==> config.mk <==
export PLATFORM = sky130hd
export DESIGN_NAME = rtks_cell
export DESIGN_NICKNAME = d
export VERILOG_FILES = /design/src/design/rtks_pkg.sv /design/src/design/rtks_cell.sv
export SDC_FILE = /design/constraint.sdc
export NUM_CORES = 1
export LEC_CHECK = 0
export ABC_CLOCK_PERIOD_IN_PS = 8050
export BUFFER_PORTS_ARGS = -buffer_cell sky130_fd_sc_hd__buf_2
export CAP_MARGIN = 20
export CORE_MARGIN = 5
export CORE_UTILIZATION = 40
export DETAILED_ROUTE_END_ITERATION = 10
export MAX_ROUTING_LAYER = met4
export PLACE_DENSITY = 0.73
export REMOVE_ABC_BUFFERS = 1
export SLEW_MARGIN = 20
export SYNTH_ARGS = -nofsm -noshare
export SYNTH_HDL_FRONTEND = slang
export SYNTH_SLANG_ARGS = --single-unit
export TNS_END_PERCENT = 30
==> constraint.sdc <==
create_clock -name aclk -period 8.05 [get_ports aclk]
set_input_delay 1.61 -clock aclk [delete_from_list [all_inputs] [get_ports aclk]]
set_output_delay 1.61 -clock aclk [all_outputs]
set_load 0.05 [all_outputs]
==> src/design/rtks_pkg.sv <==
// shared types and constants for the row top-k smallest selector
package rtks_pkg;

    localparam int VALUE_W     = 32;
    localparam int COL_FIELD_W = 16;
    localparam int K_CFG_W     = 7;

    localparam logic signed [VALUE_W-1:0] VALUE_MAX = 32'sh7FFF_FFFF;
    localparam logic [K_CFG_W-1:0]        K_RESET   = 7'd16;

    typedef struct packed {
        logic signed [VALUE_W-1:0] value;
        logic [COL_FIELD_W-1:0]    column;
        logic                      last_in_row;
    } in_word_t;

    typedef struct packed {
        logic signed [VALUE_W-1:0] value_out;
        logic [COL_FIELD_W-1:0]    column_out;
        logic                      valid_res;
        logic                      last_result;
    } out_word_t;

    typedef enum logic {
        ST_LOAD,
        ST_EMIT
    } state_t;

    // per-cell control, decoded at the top level for each cell index
    typedef struct packed {
        logic insert;     // an input word is taken this cycle
        logic emit;       // the chain shifts toward cell 0
        logic full;       // store holds k entries
        logic at_last;    // this cell is the last one the insert may touch
        logic upto_last;  // this cell index is at or below that one
        logic drop;       // this cell index is at or beyond k
    } cell_ctrl_t;

endpackage

==> src/design/rtks_cell.sv <==
// one slot of the sorted insertion chain
module rtks_cell #(
    parameter int COL_W = 16
) (
    input  logic                                 aclk,
    input  logic                                 aresetn,
    input  rtks_pkg::cell_ctrl_t                 ctrl,
    input  logic signed [rtks_pkg::VALUE_W-1:0]  ins_value,
    input  logic [COL_W-1:0]                     ins_column,
    input  logic signed [rtks_pkg::VALUE_W-1:0]  prev_value,
    input  logic [COL_W-1:0]                     prev_column,
    input  logic                                 prev_valid,
    input  logic                                 prev_gt,
    input  logic signed [rtks_pkg::VALUE_W-1:0]  next_value,
    input  logic [COL_W-1:0]                     next_column,
    input  logic                                 next_valid,
    output logic signed [rtks_pkg::VALUE_W-1:0]  value,
    output logic [COL_W-1:0]                     column,
    output logic                                 valid,
    output logic                                 gt
);

    logic signed [rtks_pkg::VALUE_W-1:0] value_reg, value_next;
    logic [COL_W-1:0]                    column_reg, column_next;
    logic                                valid_reg, valid_next;

    // held entry is worse than the incoming word
    assign gt = value_reg > ins_value;

    always_comb begin
        value_next  = value_reg;
        column_next = column_reg;
        valid_next  = valid_reg;
        if (ctrl.emit) begin
            value_next  = next_value;
            column_next = next_column;
            valid_next  = next_valid;
        end else if (ctrl.insert) begin
            if (ctrl.drop) begin
                value_next  = rtks_pkg::VALUE_MAX;
                column_next = '0;
                valid_next  = 1'b0;
            end else if (ctrl.upto_last) begin
                if (prev_gt) begin
                    value_next  = prev_value;
                    column_next = prev_column;
                    valid_next  = prev_valid;
                end else if (gt || (ctrl.at_last && !ctrl.full)) begin
                    value_next  = ins_value;
                    column_next = ins_column;
                    valid_next  = 1'b1;
                end
            end
        end
    end

    always_ff @(posedge aclk) begin
        if (!aresetn) begin
            value_reg  <= rtks_pkg::VALUE_MAX;
            column_reg <= '0;
            valid_reg  <= 1'b0;
        end else begin
            value_reg  <= value_next;
            column_reg <= column_next;
            valid_reg  <= valid_next;
        end
    end

    assign value  = value_reg;
    assign column = column_reg;
    assign valid  = valid_reg;

endmodule

==> out/metrics.cfg <==
[worst_setup_path]
cp-start-kind=primary input
crit_family=compound AO/OA/AOI/OAI gates
slowest_stage=ha_1
max_stage_delay_ns=0.36
crit_path_frequent_cell=buf_2
required_ns=6.44
critical_path_buf_inv_count=3
crit_chain=buf_2 -> inv_1 -> ha_1 -> nand4_2 -> nor4_2 -> a221oi_1 -> o211ai_1 -> nor3_1 -> o22ai_1 -> a21oi_1 -> buf_2
worstSetupPathType=in2out
r2r-start=value[31]$_SDFFE_PN0P_
reg2reg_to=value[21]$_SDFFE_PN1P_
critPathMaxFanout=6
endpoint_kind=primary output
cp.arrival_ns=3.56
reg2reg_slack_ns=4.69
worstRegToRegCells=9

[cts]
hold_buffers=0
path_clk_slew_ns=0.09
clock-sinks=49
cts_buffers=5
cts-resized-gates=0
cts_tree=yes
htreeDepth=2
cts_root_buf=clkbuf_8
clockBufferDepth=2
clock_latency_ns=0.30
postCtsSetupRepairBufs=0

[finish]
final_cells=817
num-nets-final=874
layout_commonest_cell=buf_2
drive_gt1_share_pct=36.4
multiInputGateArea_um2=2550
regArea_um2=981
largest_reg_flops=32
fillers=933
mostFrequentLayoutCells=buf_2, nand2_1, o21ai_0
area.growth.synth_to_final_pct=29.8

[routing]
wl_um=11400
wl_per_cell_um=14.0
vias=4113
drc=0
vias_per_cell=5.03
dr.pass1.iters=5
drtIter0Drc=150
antenna_left=0

[worst_hold_path]
hold_end=column[3]$_SDFFE_PN0P_
hold_depth=2
hp-start=column[3]$_SDFFE_PN0P_
hp-class=reg2reg

[floorplan]
rows=35
fp.dieH_um=108
die_w_um=108
io_pins=205
core_region_area_um2=9280
start_util_pct=41.3
die_area_um2=11600

[placement]
place_congestion=0.876
hpwl_um=8830
port-buffer-count=204
dp_cells=809

[synth]
synthAdderAreaFrac_pct=10.4
synth_compound_area_share_pct=16.8
synthSimpleGateAreaFrac_pct=20.6
ys_ff_latch=49
yosys.area_share.xor_xnor_pct=0
yosysWarnings=0
avgSynthCellArea_um2=7.57
ys_types=34
synth_mux_area_share_pct=18.5
synth_top_area_share_pct=25.6
synth_top_family_by_area=simple AND/OR/NAND/NOR gates
netlist_instances=507
synth-seq-area-share_pct=25.6
synth_area_leader_cell=dfxtp_1
syn_area_um2=3840
yosys-top-cells-area=dfxtp_1, nand2_1, ha_1

[sta]
maxSlewHeadroom_pct=33.4
rsz0062_at_grt=no
final-setup-viol-count=0
tns_ns=0
fmax_mhz=194
worst_pin_slew_ns=0.993
finalWorstPathRequiredPeriod_ns=5.17
finalHoldViolCount=0
fin_skew_ns=0.00502
whs_ns=0.463
slew_violations=0
fin_crit_sh_pct=64.2

[grt]
antenna_found_initial=1
grt_max_degree=98
overflow=0
grt_pass1_wl_um=18100
grt_pass1_vias=4029
grtUsageTotal_pct=19.3

[power]
p_per_area_nw_per_um2=146
p_leak_nw=2.42
vdd_drop_max_uv=78.7

[run_status]
status=finished clean

[job]
drv_cap=0

## area by class of cell
cell class	count	area share [%]
sequential	49	19.7
timing repair buffer	207	20.9
antenna	1	0.0502
multi-input combinational	386	51.1
clock inverter	2	0.703
inverter	38	2.86
clock buffer	5	1.38
tap	129	3.24
## report_power, final
group / switching (mW) / internal [mW] / total (mW) / leakage, nW
sequential: 0.0118 / 0.262 / 0.273 / 0.404
clock: 0.0825 / 0.0905 / 0.173 / 0.0540
combinational: 0.175 / 0.107 / 0.283 / 1.96
## synthesized netlist by cell type
| library cell | instances |
|---|---|
| nand2_1 | 126 |
| o21ai_0 | 54 |
| dfxtp_1 | 49 |
| inv_1 | 38 |
| mux2i_1 | 34 |
| ha_1 | 32 |
| o22ai_1 | 32 |
| nand2b_1 | 30 |
| clkbuf_1 | 29 |
| mux2_2 | 27 |
| a21oi_1 | 14 |
| nand4_1 | 5 |
| nor2_1 | 5 |
| buf_6 | 4 |
| mux2_1 | 3 |
| nand3_1 | 3 |
| a221oi_1 | 2 |
| mux2_4 | 2 |
| nor3_1 | 2 |
| o211ai_1 | 2 |
| a2111o_1 | 1 |
| a211oi_1 | 1 |
| a22oi_2 | 1 |
| a41o_2 | 1 |
| a41oi_1 | 1 |
| buf_8 | 1 |
| nand4_2 | 1 |
| nor2b_1 | 1 |
| nor4_2 | 1 |
| o211a_1 | 1 |
| o221a_2 | 1 |
| or2_2 | 1 |
| or3b_1 | 1 |
| or4_1 | 1 |
## worst max path at each step
stage                        from  end  slack, ns  cells after the start
floorplan           ins_value[30]   gt       2.76                      9
global placement    ins_value[31]   gt       2.89                     11
detailed placement  ins_value[31]   gt       2.87                     11
CTS                 ins_value[31]   gt       2.87                     11
global route        ins_value[17]   gt       2.69                     11
finish              ins_value[31]   gt       2.88                     11
## kinds of logic after synthesis
family,Yosys count
compound gates,111
simple gates,177
flops,49
mux,66
buf+inv,72
fa+ha+maj,32
## metal layers
layer	wire, um	share of wire [%]	track usage [%]
met1	4580	40	21.8
met2	5680	50	34.3
met3	837	7.3	3.88
met4	305	2.7	6.22
met5	0	0	-
## stage by stage
step | setup WS (ns) | power, mW | cell area, um^2 | utilization (%)
2_1_floorplan | 2.76 | 0.462 | 3670 | -
3_3_place_gp | 2.89 | 0.556 | 4870 | 52.5
3_5_place_dp | 2.87 | 0.564 | 4870 | 52.5
4_1_cts | 2.87 | 0.738 | 4980 | 53.6
5_1_grt | 2.69 | 0.775 | 4980 | 53.7
6_report | 2.88 | 0.729 | 4980 | 53.7
## worst register-to-register path, stage by stage (launching register included)
cell and delay (ns):
dfxtp_1 0.34, ha_1 0.40, nand4_2 0.16, nor4_2 0.33, nand2_1 0.17, o211a_1 0.28
o21ai_0 0.12, a41o_2 0.49, buf_4 0.54, mux2_2 0.41
No activity file was read; power rests on OpenSTA's default activity.
